<file path="config.mk">
export PLATFORM = sky130hd
export DESIGN_NAME = modbus_tcp_to_rtu_converter
export DESIGN_NICKNAME = d
export VERILOG_FILES = /design/src/rtl/mbtr_pkg.sv /design/src/rtl/mbtr_front.sv /design/src/rtl/mbtr_queue.sv /design/src/rtl/mbtr_back.sv /design/src/rtl/modbus_tcp_to_rtu_converter.sv
export SDC_FILE = /design/constraint.sdc
export NUM_CORES = 1
export LEC_CHECK = 0
export BUFFER_PORTS_ARGS = -buffer_cell sky130_fd_sc_hd__clkbuf_2
export CAP_MARGIN = 20
export CORE_MARGIN = 1.5
export CORE_UTILIZATION = 28
export CTS_BUF_LIST = sky130_fd_sc_hd__clkbuf_4 sky130_fd_sc_hd__clkbuf_8
export DETAILED_ROUTE_END_ITERATION = 12
export PLACE_DENSITY = 0.44
export SETUP_SLACK_MARGIN = 0.1
export SLEW_MARGIN = 10
export SYNTH_ARGS = -nofsm -noshare
export SYNTH_HDL_FRONTEND = slang
export SYNTH_SLANG_ARGS = --single-unit
</file>
<file path="constraint.sdc">
create_clock -name aclk -period 8.1 [get_ports aclk]
set_clock_uncertainty 0.1 [all_clocks]
set_input_delay 0.405 -clock aclk [delete_from_list [all_inputs] [get_ports aclk]]
set_output_delay 0.405 -clock aclk [all_outputs]
set_load 0.05 [all_outputs]
</file>
<file path="src/rtl/mbtr_pkg.sv">
// Shared types and constants for the Modbus TCP to RTU converter.
package mbtr_pkg;

    localparam int MAX_PDU_BYTES = 256;
    localparam int PDU_CNT_W = $clog2(MAX_PDU_BYTES + 1);

    localparam int QUEUE_DEPTH = 4;
    localparam int QUEUE_AW = $clog2(QUEUE_DEPTH);

    localparam logic [1:0] ERR_NONE = 2'd0;
    localparam logic [1:0] ERR_LEN_ZERO = 2'd1;
    localparam logic [1:0] ERR_LEN_ONE = 2'd2;
    localparam logic [1:0] ERR_TOO_LONG = 2'd3;

    localparam logic [15:0] CRC_INIT = 16'hFFFF;
    localparam logic [15:0] CRC_POLY = 16'hA001;

    localparam logic [7:0] FC_READ_INPUT = 8'h04;
    localparam logic [7:0] FC_READ_HOLD = 8'h03;
    localparam logic [7:0] FC_READ_INPUT_EXC = 8'h84;
    localparam logic [7:0] FC_READ_HOLD_EXC = 8'h83;

    typedef enum logic [1:0] {
        KIND_BYTE,
        KIND_LAST,
        KIND_ERR
    } entry_kind_t;

    typedef struct packed {
        entry_kind_t kind;
        logic [7:0]  data;
        logic [15:0] crc;
        logic [1:0]  err;
    } queue_entry_t;

endpackage

</file>
<file path="src/rtl/mbtr_front.sv">
// Header parser, function code rewrite and CRC accumulation for incoming bytes.
module mbtr_front
    import mbtr_pkg::*;
(
    input  logic         aclk,
    input  logic         aresetn,
    input  logic         s_valid,
    output logic         s_ready,
    input  logic [7:0]   s_in_byte,
    input  logic         queue_full,
    output logic         push,
    output queue_entry_t push_entry
);

    localparam logic [2:0] HDR_LEN_HI = 3'd4;
    localparam logic [2:0] HDR_LEN_LO = 3'd5;
    localparam logic [2:0] HDR_UNIT = 3'd6;

    logic [2:0]           hdr_pos_reg, hdr_pos_next;
    logic [7:0]           len_hi_reg, len_hi_next;
    logic [PDU_CNT_W-1:0] remain_reg, remain_next;
    logic                 in_pdu_reg, in_pdu_next;
    logic                 expect_fc_reg, expect_fc_next;
    logic [15:0]          crc_reg, crc_next;

    logic        accept;
    logic [7:0]  pdu_byte;
    logic [15:0] crc_pdu;
    logic [15:0] crc_unit;
    logic [15:0] frame_len;

    function automatic logic [15:0] crc_byte(input logic [15:0] crc_in, input logic [7:0] b);
        logic [15:0] c;
        c = crc_in ^ {8'h00, b};
        for (int k = 0; k < 8; k++) begin
            if (c[0]) begin
                c = (c >> 1) ^ CRC_POLY;
            end else begin
                c = c >> 1;
            end
        end
        return c;
    endfunction

    assign s_ready = !queue_full;
    assign accept = s_valid && s_ready;
    assign frame_len = {len_hi_reg, s_in_byte};

    always_comb begin
        pdu_byte = s_in_byte;
        if (expect_fc_reg) begin
            if (s_in_byte == FC_READ_INPUT) begin
                pdu_byte = FC_READ_HOLD;
            end else if (s_in_byte == FC_READ_INPUT_EXC) begin
                pdu_byte = FC_READ_HOLD_EXC;
            end
        end
    end

    assign crc_pdu = crc_byte(crc_reg, pdu_byte);
    assign crc_unit = crc_byte(CRC_INIT, s_in_byte);

    always_comb begin
        hdr_pos_next = hdr_pos_reg;
        len_hi_next = len_hi_reg;
        remain_next = remain_reg;
        in_pdu_next = in_pdu_reg;
        expect_fc_next = expect_fc_reg;
        crc_next = crc_reg;
        push = 1'b0;
        push_entry.kind = KIND_BYTE;
        push_entry.data = s_in_byte;
        push_entry.crc = crc_pdu;
        push_entry.err = ERR_NONE;
        if (accept) begin
            if (in_pdu_reg) begin
                push = 1'b1;
                push_entry.data = pdu_byte;
                expect_fc_next = 1'b0;
                if (remain_reg <= PDU_CNT_W'(1)) begin
                    push_entry.kind = KIND_LAST;
                    hdr_pos_next = '0;
                    remain_next = '0;
                    in_pdu_next = 1'b0;
                    crc_next = CRC_INIT;
                end else begin
                    remain_next = remain_reg - PDU_CNT_W'(1);
                    crc_next = crc_pdu;
                end
            end else if (hdr_pos_reg >= HDR_UNIT) begin
                push = 1'b1;
                crc_next = crc_unit;
                hdr_pos_next = '0;
                in_pdu_next = 1'b1;
                expect_fc_next = 1'b1;
            end else if (hdr_pos_reg == HDR_LEN_HI) begin
                len_hi_next = s_in_byte;
                hdr_pos_next = HDR_LEN_LO;
            end else if (hdr_pos_reg == HDR_LEN_LO) begin
                if (frame_len == 16'd0) begin
                    push_entry.err = ERR_LEN_ZERO;
                end else if (frame_len == 16'd1) begin
                    push_entry.err = ERR_LEN_ONE;
                end else if ({1'b0, frame_len} > 17'(MAX_PDU_BYTES + 1)) begin
                    push_entry.err = ERR_TOO_LONG;
                end
                if (push_entry.err != ERR_NONE) begin
                    push = 1'b1;
                    push_entry.kind = KIND_ERR;
                    push_entry.data = 8'h00;
                    hdr_pos_next = '0;
                    remain_next = '0;
                    in_pdu_next = 1'b0;
                    expect_fc_next = 1'b0;
                    crc_next = CRC_INIT;
                end else begin
                    remain_next = PDU_CNT_W'(frame_len - 16'd1);
                    hdr_pos_next = HDR_UNIT;
                end
            end else begin
                hdr_pos_next = hdr_pos_reg + 3'd1;
            end
        end
    end

    always_ff @(posedge aclk) begin
        if (!aresetn) begin
            hdr_pos_reg <= '0;
            len_hi_reg <= '0;
            remain_reg <= '0;
            in_pdu_reg <= 1'b0;
            expect_fc_reg <= 1'b0;
            crc_reg <= CRC_INIT;
        end else begin
            hdr_pos_reg <= hdr_pos_next;
            len_hi_reg <= len_hi_next;
            remain_reg <= remain_next;
            in_pdu_reg <= in_pdu_next;
            expect_fc_reg <= expect_fc_next;
            crc_reg <= crc_next;
        end
    end

endmodule

</file>
<file path="src/rtl/mbtr_queue.sv">
// Short register queue between the parser and the output sequencer.
module mbtr_queue
    import mbtr_pkg::*;
(
    input  logic         aclk,
    input  logic         aresetn,
    input  logic         push,
    input  queue_entry_t push_entry,
    input  logic         pop,
    output queue_entry_t head_entry,
    output logic         empty,
    output logic         full
);

    queue_entry_t slots_reg [QUEUE_DEPTH];
    logic [QUEUE_AW-1:0] wr_ptr_reg, wr_ptr_next;
    logic [QUEUE_AW-1:0] rd_ptr_reg, rd_ptr_next;
    logic [QUEUE_AW:0]   count_reg, count_next;
    logic                do_push, do_pop;

    assign empty = (count_reg == '0);
    assign full = (count_reg == (QUEUE_AW + 1)'(QUEUE_DEPTH));
    assign do_push = push && !full;
    assign do_pop = pop && !empty;
    assign head_entry = slots_reg[rd_ptr_reg];

    always_comb begin
        wr_ptr_next = do_push ? wr_ptr_reg + 1'b1 : wr_ptr_reg;
        rd_ptr_next = do_pop ? rd_ptr_reg + 1'b1 : rd_ptr_reg;
        count_next = count_reg;
        if (do_push && !do_pop) begin
            count_next = count_reg + 1'b1;
        end else if (do_pop && !do_push) begin
            count_next = count_reg - 1'b1;
        end
    end

    always_ff @(posedge aclk) begin
        if (!aresetn) begin
            wr_ptr_reg <= '0;
            rd_ptr_reg <= '0;
            count_reg <= '0;
        end else begin
            wr_ptr_reg <= wr_ptr_next;
            rd_ptr_reg <= rd_ptr_next;
            count_reg <= count_next;
        end
    end

    always_ff @(posedge aclk) begin
        if (do_push) begin
            slots_reg[wr_ptr_reg] <= push_entry;
        end
    end

    a_count_bound: assert property (@(posedge aclk) disable iff (!aresetn)
        count_reg <= (QUEUE_AW + 1)'(QUEUE_DEPTH))
        else $error("Queue count exceeds its depth.");

    a_no_push_full: assert property (@(posedge aclk) disable iff (!aresetn)
        push |-> !full)
        else $error("A word was pushed into a full queue.");

    a_count_tracks: assert property (@(posedge aclk) disable iff (!aresetn)
        (do_push && !do_pop) |=> count_reg == $past(count_reg) + 1'b1)
        else $error("Queue count did not follow a push.");

    a_ptr_gap: assert property (@(posedge aclk) disable iff (!aresetn)
        (wr_ptr_reg - rd_ptr_reg) == count_reg[QUEUE_AW-1:0])
        else $error("Queue pointers disagree with the count.");

endmodule

</file>
<file path="src/rtl/mbtr_back.sv">
// Output sequencer that expands queued entries into RTU words.
module mbtr_back
    import mbtr_pkg::*;
(
    input  logic         aclk,
    input  logic         aresetn,
    input  queue_entry_t head_entry,
    input  logic         queue_empty,
    output logic         pop,
    output logic         m_valid,
    input  logic         m_ready,
    output logic [7:0]   m_out_byte,
    output logic         m_frame_end,
    output logic [1:0]   m_error_code
);

    queue_entry_t cur_reg, cur_next;
    logic         valid_reg, valid_next;
    logic [1:0]   phase_reg, phase_next;
    logic         at_last;

    assign at_last = (cur_reg.kind == KIND_LAST) ? (phase_reg == 2'd2) : 1'b1;
    assign pop = !queue_empty && (!valid_reg || (m_ready && at_last));

    always_comb begin
        cur_next = cur_reg;
        valid_next = valid_reg;
        phase_next = phase_reg;
        if (!valid_reg || (m_ready && at_last)) begin
            valid_next = !queue_empty;
            cur_next = head_entry;
            phase_next = 2'd0;
        end else if (m_ready) begin
            phase_next = phase_reg + 2'd1;
        end
    end

    always_ff @(posedge aclk) begin
        if (!aresetn) begin
            valid_reg <= 1'b0;
            phase_reg <= 2'd0;
        end else begin
            valid_reg <= valid_next;
            phase_reg <= phase_next;
        end
    end

    always_ff @(posedge aclk) begin
        cur_reg <= cur_next;
    end

    always_comb begin
        m_out_byte = cur_reg.data;
        m_frame_end = 1'b0;
        m_error_code = ERR_NONE;
        unique case (cur_reg.kind)
            KIND_BYTE: begin
                m_out_byte = cur_reg.data;
            end
            KIND_LAST: begin
                if (phase_reg == 2'd1) begin
                    m_out_byte = cur_reg.crc[7:0];
                end else if (phase_reg == 2'd2) begin
                    m_out_byte = cur_reg.crc[15:8];
                    m_frame_end = 1'b1;
                end
            end
            KIND_ERR: begin
                m_out_byte = 8'h00;
                m_frame_end = 1'b1;
                m_error_code = cur_reg.err;
            end
            default: begin
                m_out_byte = cur_reg.data;
            end
        endcase
    end

    assign m_valid = valid_reg;

endmodule

</file>
<file path="src/rtl/modbus_tcp_to_rtu_converter.sv">
// Top level of the Modbus TCP to RTU converter.
//
//   channel | direction | fields                               | handshake
//   s_      | in        | s_in_byte[7:0]                       | s_valid / s_ready
//   m_      | out       | m_out_byte, m_frame_end, m_error_code | m_valid / m_ready
//
// One input word is taken per cycle while the four-entry queue has room.
// Each word that yields output is written into a queue slot when taken and then
// loaded into the output sequencer register, from which it drives m_.
// The last PDU word yields three output words, so it holds the output
// sequencer until all three have left; the queue absorbs that and output stalls.
// Reset is synchronous and active low; no clearing pass is needed.
module modbus_tcp_to_rtu_converter
    import mbtr_pkg::*;
(
    input  logic       aclk,
    input  logic       aresetn,
    input  logic       s_valid,
    output logic       s_ready,
    input  logic [7:0] s_in_byte,
    output logic       m_valid,
    input  logic       m_ready,
    output logic [7:0] m_out_byte,
    output logic       m_frame_end,
    output logic [1:0] m_error_code
);

    queue_entry_t push_entry;
    queue_entry_t head_entry;
    logic         push, pop, queue_empty, queue_full;

    mbtr_front u_front (
        .aclk       (aclk),
        .aresetn    (aresetn),
        .s_valid    (s_valid),
        .s_ready    (s_ready),
        .s_in_byte  (s_in_byte),
        .queue_full (queue_full),
        .push       (push),
        .push_entry (push_entry)
    );

    mbtr_queue u_queue (
        .aclk       (aclk),
        .aresetn    (aresetn),
        .push       (push),
        .push_entry (push_entry),
        .pop        (pop),
        .head_entry (head_entry),
        .empty      (queue_empty),
        .full       (queue_full)
    );

    mbtr_back u_back (
        .aclk         (aclk),
        .aresetn      (aresetn),
        .head_entry   (head_entry),
        .queue_empty  (queue_empty),
        .pop          (pop),
        .m_valid      (m_valid),
        .m_ready      (m_ready),
        .m_out_byte   (m_out_byte),
        .m_frame_end  (m_frame_end),
        .m_error_code (m_error_code)
    );

endmodule

</file>
==> results list, run 1 <==
* Run status: completed
- Pin count of the biggest net entering global routing: 49
- Setup repair after global routing left no endpoint under its margin.
* Largest register FFs: approximately 110
* Worst min-delay path class: primary input to register
- Classification of the worst setup path: primary input to register
- Synthesis produced a netlist with a net count of 680.
- The initial antenna violation count was 1.
* DRC viols: 0
- The clock net in this run drives a total of 188 sinks.
- Die Span Y: 177 um
- Portion of netlist area occupied by mux cells: approximately a tenth
- Synth Area in Adders: around 4.2%
- Share of cells above drive strength 1: between 10% and 20%
* Share of the clock period used by the worst path after layout: a little over two fifths
* Vias: between 4000 and 5000
- The initialized floorplan defines between 60 and 70 standard-cell rows.
* Fin. Hold Viols: 0
- Area Overhead vs Synth: 11.0%
* Flip-flop cell with the highest count after synthesis: sky130_fd_sc_hd__edfxtp_1
* Starting density of the core: 28.6%
- The first global-routing pass estimated slightly below 30000 um of wire.
- The HPWL after detailed placement is roughly 13000 um.
- Routability congestion estimate from global placement: 0.853
- Largest family of logic cells by synthesized area: multiplexers
- ANT nets after route: 0
- DR vias/cell: 4.70
- After clock tree synthesis, the flow added hold-fix buffers numbering 0.
* Switching Fraction: a little over a third
- The final max-slew violation count was 0.
* Post-detailed-route wirelength per cell: around 18 um
* Gate count of the mapped netlist: 640
- For this block, the routed nets add up to about 19000 um of wire.
- Clock tree from TritonCTS: built
- Number of synthesis warnings: 0
* IO Count: 25
- In the final timing run, aggregate negative setup slack is 0 ns.
- Overall global routing resource usage: approximately an eighth
- In this run the horizontal extent of the chip is 177 um.
- In this run, synthesis inferred 140 flip-flops with an integrated enable.
- Post-CTS timing repair inserted 0 buffers for setup.
- Final Setup Violations: 0
- Max H-tree Level: 4
- Summing every instance area after synthesis gives 8520 um2.
- Yosys mapped the design onto 57 distinct sky130hd cell types.
- The internal power of the cells totals between 1500 and 2000 uW.
* Maximum number of buffers from clock root to sink: 2
- Portion of total power attributed to combinational logic: 30.0%
* Required time of the critical path: approximately 8.4 ns
- At the pin with the least slew margin, the transition time is ~1.0 ns.
- STA puts the critical path data arrival time at approximately 3.8 ns.
- Clk pwr share: between 20% and 30%
- Core region area: between 20000 and 30000 um2
- Clock-pin slew was measured on the worst setup and hold paths at approximately 0.10 ns.
* Sequential power share: between 40% and 50%
- The synthesized netlist devotes 8.06% of its cell area to compound gates.
- Number of synthesized register bits: around 190
* Post-CTS Resized: 0
- Of the total synthesized cell area, the portion taken by AND, OR, NAND and NOR gates is 9.29%.
* Starting DRC count in detailed routing: around 390
- The worst pin sits at a relative slew slack of a little under a third.
* Sequential share of the synthesized area: between 60% and 70%
- Power density relative to cell area: approximately 280 nW/um2
- Router iterations before antenna repair: 5
* Static leakage power: ~0.0033 uW
* Max-cap check violation count: 0
- Mapped Avg Cell Area: about 13 um2
- The die covers around 31000 um2.
- The worst setup path is launched from a primary input.
- Clock latency reported for the late side of the worst-skew pair: approximately 0.46 ns
* Final worst hold slack: a little under 0.09 ns
- Post-synthesis xor/xnor area fraction: approximately 5.8%
- Clk root buf: sky130_fd_sc_hd__clkbuf_8
- Highest achievable clock rate: 282 MHz
* Port Buf Inserts: 24
- Total congestion overflow: 0
- After synthesis, the share of flip-flops with an asynchronous set or reset is 0%.
- The worst-case IR drop observed on VDD is ~0.1 mV.
* Kind of capture point of the worst setup path: register
- Fill cells in the final layout number approximately 3000.
- Net switching power: roughly 970 uW
- For this run, the post-layout net count is roughly 700.
* Number of global-route vias before repair: ~5200
- TritonCTS created 17 clock buffers.
- Of all nets on the critical path, the largest fanout is 22.
- The worst path in the final design needs a cycle of about 3.5 ns, including I/O delays and setup.
stage by stage:
step	cell area, um2	setup WS (ns)	utilization, %	cells	total power (uW)
after detailed placement	9050	4.07	30.4	1029	2110
after floorplan	8520	4.76	-	640	1870
final	9460	4.55	31.7	1063	2680
after global routing	9460	4.33	31.7	1062	2820
after global placement	9050	4.31	30.4	1029	2100
after CTS	9430	4.58	31.6	1061	2710
cell usage after synthesis (3+ instances only):
cell	n	area, um2
sky130_fd_sc_hd__nor2_1	47	176
sky130_fd_sc_hd__o211a_1	6	60.1
sky130_fd_sc_hd__o32ai_1	3	26.3
sky130_fd_sc_hd__edfxtp_1	140	4200
sky130_fd_sc_hd__xnor2_1	34	298
sky130_fd_sc_hd__nand4_1	3	18.8
sky130_fd_sc_hd__or2_1	6	37.5
sky130_fd_sc_hd__dfxtp_1	48	961
sky130_fd_sc_hd__xor2_1	12	105
sky130_fd_sc_hd__nand3_1	6	30.0
sky130_fd_sc_hd__or3_1	3	18.8
sky130_fd_sc_hd__inv_1	26	97.6
sky130_fd_sc_hd__buf_1	4	15.0
sky130_fd_sc_hd__o21ai_0	9	45.0
sky130_fd_sc_hd__nand2_1	50	188
sky130_fd_sc_hd__xnor2_2	3	48.8
sky130_fd_sc_hd__nor2b_1	13	81.3
sky130_fd_sc_hd__nor3_1	12	60.1
sky130_fd_sc_hd__o211ai_1	13	97.6
sky130_fd_sc_hd__o21ai_1	16	80.1
sky130_fd_sc_hd__a22oi_1	3	22.5
sky130_fd_sc_hd__o22ai_1	6	37.5
sky130_fd_sc_hd__o221ai_1	5	43.8
sky130_fd_sc_hd__and2_1	14	87.6
sky130_fd_sc_hd__ha_1	27	338
sky130_fd_sc_hd__clkbuf_1	22	82.6
sky130_fd_sc_hd__a21oi_1	26	130
sky130_fd_sc_hd__mux4_2	28	631
sky130_fd_sc_hd__mux2i_1	17	170
cell type report:
type,count,area [um2],area share (%)
clock buffers,17,234,2.47
clock inverters,15,146,1.55
flip-flops and latches,188,5170,54.6
well taps,390,488,5.16
repair buffers,29,178,1.88
diodes,1,2.50,0.0265
multi-input cells,395,3140,33.2
inverters,28,105,1.11
layout by cell type, fill, tap and decap left out, types with 3 or more instances in the layout:
| cell type | Yosys | routed |
|---|---|---|
| sky130_fd_sc_hd__ha_1 | 27 | 27 |
| sky130_fd_sc_hd__buf_4 | 0 | 4 |
| sky130_fd_sc_hd__nand2_1 | 50 | 50 |
| sky130_fd_sc_hd__o21ai_1 | 16 | 16 |
| sky130_fd_sc_hd__nand3_1 | 6 | 6 |
| sky130_fd_sc_hd__and2_1 | 14 | 10 |
| sky130_fd_sc_hd__xnor2_1 | 34 | 34 |
| sky130_fd_sc_hd__xor2_1 | 12 | 12 |
| sky130_fd_sc_hd__or3_1 | 3 | 3 |
| sky130_fd_sc_hd__nand4_1 | 3 | 3 |
| sky130_fd_sc_hd__dfxtp_1 | 48 | 46 |
| sky130_fd_sc_hd__inv_8 | 0 | 5 |
| sky130_fd_sc_hd__o32ai_1 | 3 | 3 |
| sky130_fd_sc_hd__a21oi_1 | 26 | 26 |
| sky130_fd_sc_hd__mux2i_1 | 17 | 17 |
| sky130_fd_sc_hd__nor2_1 | 47 | 47 |
| sky130_fd_sc_hd__or2_1 | 6 | 6 |
| sky130_fd_sc_hd__o211ai_1 | 13 | 13 |
| sky130_fd_sc_hd__edfxtp_1 | 140 | 140 |
| sky130_fd_sc_hd__xnor2_2 | 3 | 3 |
| sky130_fd_sc_hd__and2_2 | 0 | 4 |
| sky130_fd_sc_hd__o221ai_1 | 5 | 5 |
| sky130_fd_sc_hd__o21ai_0 | 9 | 9 |
| sky130_fd_sc_hd__mux4_2 | 28 | 28 |
| sky130_fd_sc_hd__o22ai_1 | 6 | 6 |
| sky130_fd_sc_hd__clkbuf_8 | 0 | 17 |
| sky130_fd_sc_hd__nor3_1 | 12 | 12 |
| sky130_fd_sc_hd__inv_6 | 0 | 4 |
| sky130_fd_sc_hd__o211a_1 | 6 | 6 |
| sky130_fd_sc_hd__nor2b_1 | 13 | 13 |
| sky130_fd_sc_hd__a22oi_1 | 3 | 3 |
| sky130_fd_sc_hd__clkbuf_2 | 0 | 24 |
| sky130_fd_sc_hd__inv_1 | 26 | 26 |
cell families (layout without fill, tap and decap cells):
| logic type | count (synthesis) | in the layout |
|---|---|---|
| flops | 188 | 188 |
| fa+ha+maj | 28 | 28 |
| buf+inv | 57 | 89 |
| compound gates | 104 | 104 |
| xor+xnor | 51 | 51 |
| other cells | 0 | 1 |
| mux | 45 | 45 |
| simple gates | 167 | 167 |
path summary, 6_finish.rpt:
path,slack [ns],to,depth (start not counted),start
hold reg to reg,0.39,u_front.crc_reg[14]$_SDFFE_PN1P_,2,u_front.crc_reg[14]$_SDFFE_PN1P_
setup / recovery,4.55,u_queue.count_reg[2]$_SDFFE_PN0P_,16,s_in_byte[6]
hold / removal,0.09,u_back.phase_reg[1]$_SDFFE_PP0P_,2,m_ready
setup reg to reg,4.78,u_queue.count_reg[2]$_SDFFE_PN0P_,13,u_front.hdr_pos_reg[0]$_SDFFE_PN0P_
critical path, cell delays in order:
cell and delay (ns):
sky130_fd_sc_hd__clkbuf_2 0.13, sky130_fd_sc_hd__inv_1 0.23, sky130_fd_sc_hd__ha_1 0.32, sky130_fd_sc_hd__nand2_1 0.10
sky130_fd_sc_hd__o311ai_1 0.36, sky130_fd_sc_hd__nor2_1 0.16, sky130_fd_sc_hd__a21oi_1 0.17, sky130_fd_sc_hd__o21ai_1 0.07
sky130_fd_sc_hd__buf_4 0.23, sky130_fd_sc_hd__inv_2 0.27, sky130_fd_sc_hd__ha_1 0.26, sky130_fd_sc_hd__inv_1 0.07
sky130_fd_sc_hd__fa_1 0.38, sky130_fd_sc_hd__xor2_1 0.18, sky130_fd_sc_hd__or3_1 0.30, sky130_fd_sc_hd__a21boi_0 0.19
power groups by stage:
stage | registers, uW | clock network [uW] | logic, uW
floorplan | 1260 | 0 | 611
finish | 1280 | 599 | 803
detailed placement | 1300 | 0 | 805
global placement | 1300 | 0 | 798
CTS | 1280 | 618 | 807
global route | 1290 | 656 | 877
metal layers:
metal	global-route usage (%)	wire length (um)	up-vias
li1	-	-	2384
met1	17.9	9260	2507
met2	19.5	8550	83
met3	3.08	789	17
met4	3.36	253	0
met5	0	0	-
Note: power is estimated with default switching activity, not from simulation.
==> run 2: changes to the inputs <==
--- a/config.mk
+++ b/config.mk
@@ -5,6 +5,7 @@
 export SDC_FILE = /design/constraint.sdc
 export NUM_CORES = 1
 export LEC_CHECK = 0
+export ABC_AREA = 1
 export BUFFER_PORTS_ARGS = -buffer_cell sky130_fd_sc_hd__clkbuf_2
 export CAP_MARGIN = 20
 export CORE_MARGIN = 1.5
==> constraint.sdc (replaced) <==
create_clock -name aclk -period 3.28 [get_ports aclk]
set_clock_uncertainty 0.1 [all_clocks]
set_input_delay 0.164 -clock aclk [delete_from_list [all_inputs] [get_ports aclk]]
set_output_delay 0.164 -clock aclk [all_outputs]
set_load 0.05 [all_outputs]
==> results list, run 2 <==
- ANT nets after route: 0
- Overall global routing resource usage: 14.3%
* Endpoint, Worst Hold: u_front.len_hi_reg[6]$_SDFFE_PN0P_
* Number of antenna violations at the first check in global routing: 0
- Of the total synthesized cell area, the portion taken by AND, OR, NAND and NOR gates is 12.9%.
- Mapped Avg Cell Area: 10.3 um2
- DR vias/cell: roughly 4.6
- Starting density of the core: between 20% and 30%
* Final Setup Violations: 0
* Hold-critical path depth: 4
* CP Depth: 20
- Required time of the critical path: about 3.5 ns
- Counting every instance in the synthesized netlist gives approximately 840.
- Rows: 64
- The largest total area in the synthesized netlist belongs to sky130_fd_sc_hd__edfxtp_1.
- By startpoint and endpoint, the worst setup path is classified as primary input to register.
- After synthesis, the largest area contributor takes up a little under 50% of total cell area.
- Detailed placement ended at an HPWL of about 15000 um.
* Worst min-delay path class: primary input to register
- Power density relative to cell area: 727 nW/um2
- At the worst endpoint, the arrival time is roughly 3.2 ns.
* Run status: completed
- Final worst hold slack: between 0.05 and 0.06 ns
* Clock tree from TritonCTS: built
- Number of synthesized register bits: 188
- The multi-input combinational cells in the finished layout cover a total of ~3100 um2.
* IR drop worst, VDD: 0.352 mV
- For this run, global-route usage on met3 was measured as roughly 2.9%.
- Counting flops with an async set or reset pin after synthesis yields a share of 0%.
- Static leakage power: 0.00378 uW
- The worst register-to-register path has a depth of 15.
* Reg2reg start: u_front.len_hi_reg[2]$_SDFFE_PN0P_
* Portion of netlist area occupied by mux cells: less than 1%
* Power Total: approximately 7200 uW
- For the pin with the worst max-slew slack, the measured transition is 0.909 ns.
- In this run the deepest clock path goes through 2 buffers.
- TritonCTS Buffers: 17
* Met2 usage in global routing: approximately 23%
* Fin. Hold Viols: 0
* Placed Area: roughly 9400 um2
* Total congestion overflow: 0
- Flop-to-flop setup slack: between 0.4 and 0.5 ns
- Largest family of logic cells by synthesized area: compound AO/OA/AOI/OAI gates
* Setup repair after global routing missed its margin: yes
- Critical path launch point type: primary input
* Number of non-filler instances in the completed layout: between 1000 and 1500
- Post-Syn Area: approximately 8700 um2
* DRC viols: 0
* Bufs and invs on worst path: 7
- Of the total synthesized cell area, the portion taken by full adders, half adders and majority gates is 4.11%.
- Summing all non-filler instances in the final layout gives an area of 9930 um2.
* Slew headroom: about two fifths
- The register with the most flip-flops in the layout has 112 of them.
- Fraction of the mapped netlist area in compound gates: ~15%
- The worst register-to-register path ends at u_queue.count_reg[1]$_SDFFE_PN0P_.
- Pin count of the biggest net entering global routing: 58
* Post-synthesis xor/xnor area fraction: approximately 3.4%
- Broken down by cell family, the worst path's largest delay share belongs to buffers and inverters.
* Clock Pin Slew Worst Setup and Hold Paths: between 0.1 and 0.15 ns
- Highest achievable clock rate: ~340 MHz
- Max-cap check violation count: 0
* Synthesized net count: slightly below 900
- Kind of capture point of the worst setup path: register
* Critical path peak fanout: 6
* Clk root buf: sky130_fd_sc_hd__clkbuf_8
* Die Area: between 30000 and 40000 um2
- Global-route wire length before repair: about 34000 um
* Total number of nets in the final design: slightly above 900
- In this run, the number of DRC markers left after iteration 0 of detailed routing was slightly below 500.
- The number of placed instances, taps included, is 1256.
* Router iterations before antenna repair: 6
- In the synthesized netlist the dominant register cell turns out to be sky130_fd_sc_hd__edfxtp_1.
- The synthesized design contains 140 enable-type register cells.
- Wires add up to between 20000 and 25000 um.
* Post-detailed-route wirelength per cell: about 17 um
* Hold Path Origin: s_in_byte[6]
- Crit path top cell by count: sky130_fd_sc_hd__inv_2
* Critical path's slowest cell: sky130_fd_sc_hd__dlygate4sd3_1
* Number of global-route vias before repair: about 6000
- The final max-slew violation count came to 0.
- Vias: 5965
- 25 I/O pins were placed.
- ANT cells: 0
* Core region area: 30600 um2
- Sequential cells were found to cover between 50 and 60% of the synthesized design area.
- Biggest area contributors in the synthesized netlist: sky130_fd_sc_hd__edfxtp_1 48%, sky130_fd_sc_hd__dfxtp_1 11%, sky130_fd_sc_hd__o21ai_0 7.2%, sky130_fd_sc_hd__nor2_1 4.0%, sky130_fd_sc_hd__ha_1 3.9%
* Die boundary width: 179 um
- Commonest cells after routing, fill and taps aside: 140 x sky130_fd_sc_hd__edfxtp_1, 122 x sky130_fd_sc_hd__o21ai_0, 87 x sky130_fd_sc_hd__nor2_1, 80 x sky130_fd_sc_hd__inv_1, 75 x sky130_fd_sc_hd__nand2_1
- Registers take 5170 um2.
* Die Span Y: about 180 um
- Max stage delay on crit path: ~0.53 ns
- The most common cell in the synthesized netlist is sky130_fd_sc_hd__edfxtp_1.
* Number of synthesis warnings: 0
- Port Buf Inserts: 24
- Counting distinct cell types in the post-synthesis netlist gives between 40 and 50.
- Max H-tree Level: 4
- In the final layout, the share of cells above drive strength 1 is between 15 and 20%.
- Once layout is complete, the utilization of the core stands at about a third.
- Dividing the final minimum period by the clock period gives 90.9%.
- The library cell used most frequently in the layout, excluding fill and tap cells, is sky130_fd_sc_hd__edfxtp_1.
- The worst path needs just under 3 ns of the cycle, external delays included.
* Clock latency reported for the late side of the worst-skew pair: ~0.48 ns
* Cells traversed along the worst timing path: dlygate4sd3_1 -> clkbuf_2 -> inv_2 -> ha_2 -> nand2_1 -> inv_2 -> nand3_1 -> a31oi_2 -> o21ai_2 -> nor2_2 -> inv_1 -> nand2_1 -> nor2_2 -> o21ai_2 -> inv_2 -> ha_1 -> inv_1 -> fa_1 -> o21ai_1 -> a21oi_1
- The layout has 3180 filler cells.
- For this run, global-route usage on met1 was measured as roughly a fifth.
* Routability congestion estimate from global placement: 0.828
- From synthesis to final layout, the design area changed by 14.2%.
* Top cell types by occurrence after synthesis: 140 x sky130_fd_sc_hd__edfxtp_1, 125 x sky130_fd_sc_hd__o21ai_0, 93 x sky130_fd_sc_hd__nor2_1, 82 x sky130_fd_sc_hd__inv_1, 75 x sky130_fd_sc_hd__nand2_1
* Routing layer with the top usage in global route: met2
- The tree built by TritonCTS fans out to roughly 190 sinks.
[run 2: cell count changes in the layout (fill, tap and decap cells not counted), moves of 16 or more]
cell                      previous run  this run
sky130_fd_sc_hd__a21oi_1            26        57
sky130_fd_sc_hd__buf_4               4        29
sky130_fd_sc_hd__inv_1              26        80
sky130_fd_sc_hd__mux2i_1            17         1
sky130_fd_sc_hd__mux4_2             28         0
sky130_fd_sc_hd__nand2_1            50        75
sky130_fd_sc_hd__nor2_1             47        87
sky130_fd_sc_hd__o21ai_0             9       122
sky130_fd_sc_hd__o22ai_1             6        31
sky130_fd_sc_hd__xnor2_1            34         4
[run 2: kinds of logic (layout without fill, tap and decap cells)]
| family | Yosys count | after routing |
|---|---|---|
| flops | 188 | 188 |
| fa+ha+maj | 28 | 28 |
| compound gates | 236 | 236 |
| simple gates | 235 | 235 |
| mux | 1 | 1 |
| buf+inv | 123 | 182 |
| xor+xnor | 31 | 31 |
[run 2: worst max path at each step]
stage | startpoint | endpoint | slack (ns)
detailed placement | s_in_byte[5] | u_queue.count_reg[1]$_SDFFE_PN0P_ | 0.22
floorplan | s_in_byte[0] | u_queue.slots_reg[0][0]$_DFFE_PP_ | -0.19
global route | s_in_byte[0] | u_queue.count_reg[2]$_SDFFE_PN0P_ | 0.06
CTS | s_in_byte[5] | u_queue.count_reg[1]$_SDFFE_PN0P_ | 0.18
finish | s_in_byte[5] | u_queue.count_reg[1]$_SDFFE_PN0P_ | 0.30
global placement | s_in_byte[6] | u_queue.slots_reg[0][15]$_DFFE_PP_ | 0.26
[run 2: metal layers]
layer | up-vias | wire length, um
met3 | 11 | 641
met2 | 65 | 10100
li1 | 3019 | -
met1 | 2870 | 11000
met4 | 0 | 216
met5 | - | 0
[run 2: power breakdown]
group	switching, uW	internal, uW	leakage (uW)
Sequential	152	3020	0.00169
Clock	974	594	0.000205
Combinational	1810	678	0.00188
[run 2: cell type report]
cell class,count,share of cell area [%]
Timing Repair Buffer,61,4.31
Multi-Input combinational cell,531,31.3
Tap cell,396,4.99
Clock buffer,18,2.43
Clock inverter,14,1.64
Sequential cell,188,52.0
Inverter,89,3.36
[run 2: through the flow]
stage | worst slack [ns] | TNS, ns
2_1_floorplan | -0.187 | -20.95
3_3_place_gp | 0.263 | 0
3_5_place_dp | 0.217 | 0
4_1_cts | 0.178 | 0
5_1_grt | 0.0623 | 0
6_report | 0.299 | 0
[run 2: worst reg2reg max path, stage by stage (launching register included)]
cell and delay [ns]:
sky130_fd_sc_hd__dfxtp_1 0.33, sky130_fd_sc_hd__nor4_1 0.34, sky130_fd_sc_hd__nand2_1 0.14, sky130_fd_sc_hd__a31oi_2 0.21, sky130_fd_sc_hd__o21ai_2 0.10, sky130_fd_sc_hd__nor2_2 0.13
sky130_fd_sc_hd__inv_1 0.08, sky130_fd_sc_hd__nand2_1 0.12, sky130_fd_sc_hd__nor2_2 0.07, sky130_fd_sc_hd__o21ai_2 0.14, sky130_fd_sc_hd__inv_2 0.05, sky130_fd_sc_hd__ha_1 0.17
sky130_fd_sc_hd__inv_1 0.09, sky130_fd_sc_hd__fa_1 0.42, sky130_fd_sc_hd__o21ai_1 0.12, sky130_fd_sc_hd__a21oi_1 0.05
[run 2: timing repair]
action,in CTS,in global routing
setup buffers,0,2
hold endpoints to repair,8,0
gates resized for setup,0,12
hold buffers,7,0
endpoints found under the setup margin,0,124
==> run 3: changes to the inputs <==
--- a/config.mk
+++ b/config.mk
@@ -8,12 +8,13 @@
 export ABC_AREA = 1
 export BUFFER_PORTS_ARGS = -buffer_cell sky130_fd_sc_hd__clkbuf_2
 export CAP_MARGIN = 20
+export CORE_ASPECT_RATIO = 0.7
 export CORE_MARGIN = 1.5
 export CORE_UTILIZATION = 28
 export CTS_BUF_LIST = sky130_fd_sc_hd__clkbuf_4 sky130_fd_sc_hd__clkbuf_8
 export DETAILED_ROUTE_END_ITERATION = 12
 export PLACE_DENSITY = 0.44
-export SETUP_SLACK_MARGIN = 0.1
+export SETUP_SLACK_MARGIN = 0.2
 export SLEW_MARGIN = 10
 export SYNTH_ARGS = -nofsm -noshare
 export SYNTH_HDL_FRONTEND = slang
==> results list, run 3 (same netlist as run 2, synthesis figures left out) <==
- The run finished with clean final reports.
- From left edge to right edge, the die measures between 200 and 250 um.
- Clk pwr share: 21.4%
* Max-cap check violation count: 0
* Met2 usage in global routing: 20.6%
- Counting every sink on the clock net gives ~190.
- The clock reaches the later pin of the worst-skew pair after around 0.48 ns.
- The floorplan step defined a die boundary enclosing 32100 um2.
- Post-route minimum period: 2.92 ns
* Sequential power share: between 40% and 50%
- Sum Neg Setup Slack: 0 ns
* Number of filler instances in the final layout: 3156
* Max stage delay on crit path: ~0.53 ns
- Slew headroom: a little under two fifths
- Number of non-filler instances in the completed layout: 1331
* Fin. Hold Viols: 0
- The library cells used most frequently in the layout, excluding fill and tap cells, are 140 x sky130_fd_sc_hd__edfxtp_1, 122 x sky130_fd_sc_hd__o21ai_0, 87 x sky130_fd_sc_hd__nor2_1, 80 x sky130_fd_sc_hd__inv_1, 67 x sky130_fd_sc_hd__nand2_1.
* Share of the clock period used by the worst path after layout: 88.9%
- 25 I/O pins were placed.
- The initial antenna violation count was 0.
- Combinational logic burns between 30% and 40% of the power.
- The analysis attributes to net switching a power of between 2000 and 3000 uW.
- Setup repair after global routing missed its margin: yes
- Global routing used 23.3% of the available met1 tracks.
* Kind of capture point of the worst setup path: register
- Together, buffers and inverters on the worst path number 6.
* Max H-tree Level: 4
- The final max-slew violation count came to 0.
* Switching Fraction: 39.6%
- Along the worst path, the maximum fanout reaches 5.
- Classification of the worst setup path: primary input to register
- Static leakage power: just under 0.004 uW
* Pin count of the biggest net entering global routing: 34
- Cell-internal power: 4450 uW
* Starting DRC count in detailed routing: 370
* Critical path launch point type: primary input
* Router iterations before antenna repair: 5
- Port Buf Inserts: 24
* ANT nets after route: 0
- Leaving out fill and tap cells, the most frequent cell in the layout is sky130_fd_sc_hd__edfxtp_1.
- In this run, placement finished with an instance count of between 1000 and 1500.
- After detailed routing, the number of remaining DRC violations is 0.
- For this run, the share of the core covered by cells in the final layout is about a third.
- On the final layout, the worst hold slack is between 0.06 and 0.07 ns.
- At the worst endpoint, the arrival time is 3.19 ns.
* Family with the most delay on the worst path: buffers and inverters
* DR vias/cell: approximately 4.6
- Core region area: about 30000 um2
* Routing layer with the top usage in global route: met1
* ANT cells: 0
- Required time of the critical path: 3.55 ns
- In the final design database the tool counted 947 nets.
* Routed wire length: ~23000 um
* Clock Pin Slew Worst Setup and Hold Paths: around 0.11 ns
- TritonCTS Buffers: 17
- Critical path's slowest cell: sky130_fd_sc_hd__dlygate4sd3_1
* Clk root buf: sky130_fd_sc_hd__clkbuf_8
* Met3 capacity usage during global routing: under 10%
* Global-route wire length before repair: ~35000 um
* Rows: 53
- The detailed router placed about 6100 vias in this run.
- Timing would allow up to approximately 340 MHz.
- Die Span Y: ~150 um
* IR drop worst, VDD: between 0.2 and 0.3 mV
- Share of cells above drive strength 1: 19.4%
- Largest register FFs: ~110
- Power Total: ~7400 uW
- Clock tree from TritonCTS: built
- The clock passes through at most 2 buffers.
* Cells traversed along the worst timing path: dlygate4sd3_1 -> clkbuf_2 -> inv_1 -> ha_2 -> nand2_1 -> nand2_1 -> nand2_2 -> nand2_1 -> nand2_2 -> a31oi_4 -> o21ai_2 -> nor2_2 -> inv_2 -> nand2_4 -> nor2_4 -> o21ai_4 -> inv_2 -> ha_1 -> inv_2 -> fa_2 -> o21ai_1 -> a21oi_1
* Final Setup Violations: 0
- Number of global-route vias before repair: approximately 5700
* Overall global routing resource usage: 14.9%
- The multi-input combinational cells in the finished layout cover a total of between 3000 and 4000 um2.
- Total congestion overflow: 0
- In this run the power density over the cells is between 700 and 800 nW/um2.
- Routability congestion estimate from global placement: slightly below 0.8
- Area Overhead vs Synth: 17.8%
- Post-DP HPWL: 16100 um
- Area occupied by registers: between 5000 and 6000 um2
- The min-delay analysis places its worst path in the category primary input to register.
- Starting density of the core: 28.7%
- For the pin with the worst max-slew slack, the measured transition is around 0.94 ns.
* Post-detailed-route wirelength per cell: ~17 um
## run 3: cell count changes in the layout (fill, tap and decap cells not counted), sizes merged
cell / before / now
buf: 30 / 50
dlygate4sd3: 7 / 6
clkbuf: 42 / 43
bufinv: 0 / 2
clkinv: 7 / 6
inv: 96 / 90
clkinvlp: 0 / 3
## run 3: per-stage QoR
step                      setup WS [ns]  cell area, um2
after global routing              0.146           10200
final                             0.363           10200
after floorplan                  -0.187            8700
after CTS                         0.216           10000
after global placement            0.221            9570
after detailed placement          0.156            9570
## run 3: worst paths after layout
check                                           from                                 end  slack (ns)  depth (start not counted)
setup / recovery                        s_in_byte[2]   u_queue.count_reg[1]$_SDFFE_PN0P_        0.36                         22
hold reg to reg   u_front.expect_fc_reg$_SDFFE_PN0P_  u_front.expect_fc_reg$_SDFFE_PN0P_        0.41                          2
setup reg to reg  u_front.len_hi_reg[1]$_SDFFE_PN0P_   u_queue.count_reg[1]$_SDFFE_PN0P_        0.52                         15
hold / removal                               aresetn     u_front.crc_reg[1]$_SDFFE_PN1P_        0.07                          3
## run 3: cell type report
| type | instances | area share (%) |
|---|---|---|
| tap | 412 | 5.03 |
| timing repair buffer | 80 | 5.67 |
| sequential | 188 | 50.4 |
| multi-input combinational | 531 | 31.8 |
| clock inverter | 12 | 1.36 |
| clock buffer | 19 | 2.49 |
| inverter | 89 | 3.26 |
## run 3: power by group through the flow
stage	combinational (uW)	sequential (uW)	clock, uW
final	2570	3210	1580
after global routing	2850	3250	1710
after CTS	2520	3210	1630
after detailed placement	2500	3260	0
after floorplan	1720	3180	0
after global placement	2520	3270	0
## run 3: worst min-delay path, delay by kind of cell
kind | cells | cell delay, ns
buffers and inverters | 2 | 0.31
AOI/OAI and AO/OA | 1 | 0.12
## run 3: what timing repair did
action | in CTS | in global routing
endpoints found under the hold margin | 7 | 0
setup buffers | 0 | 7
hold buffers | 6 | 0
setup endpoints to repair | 0 | 128
resized for setup | 0 | 39
## run 3: per-layer routing
metal  part of all wire, %  up-vias
met2                    41      100
li1                      -     3058
met5                     0        -
met1                    54     2916
met3                   4.1        9
met4                  0.53        0
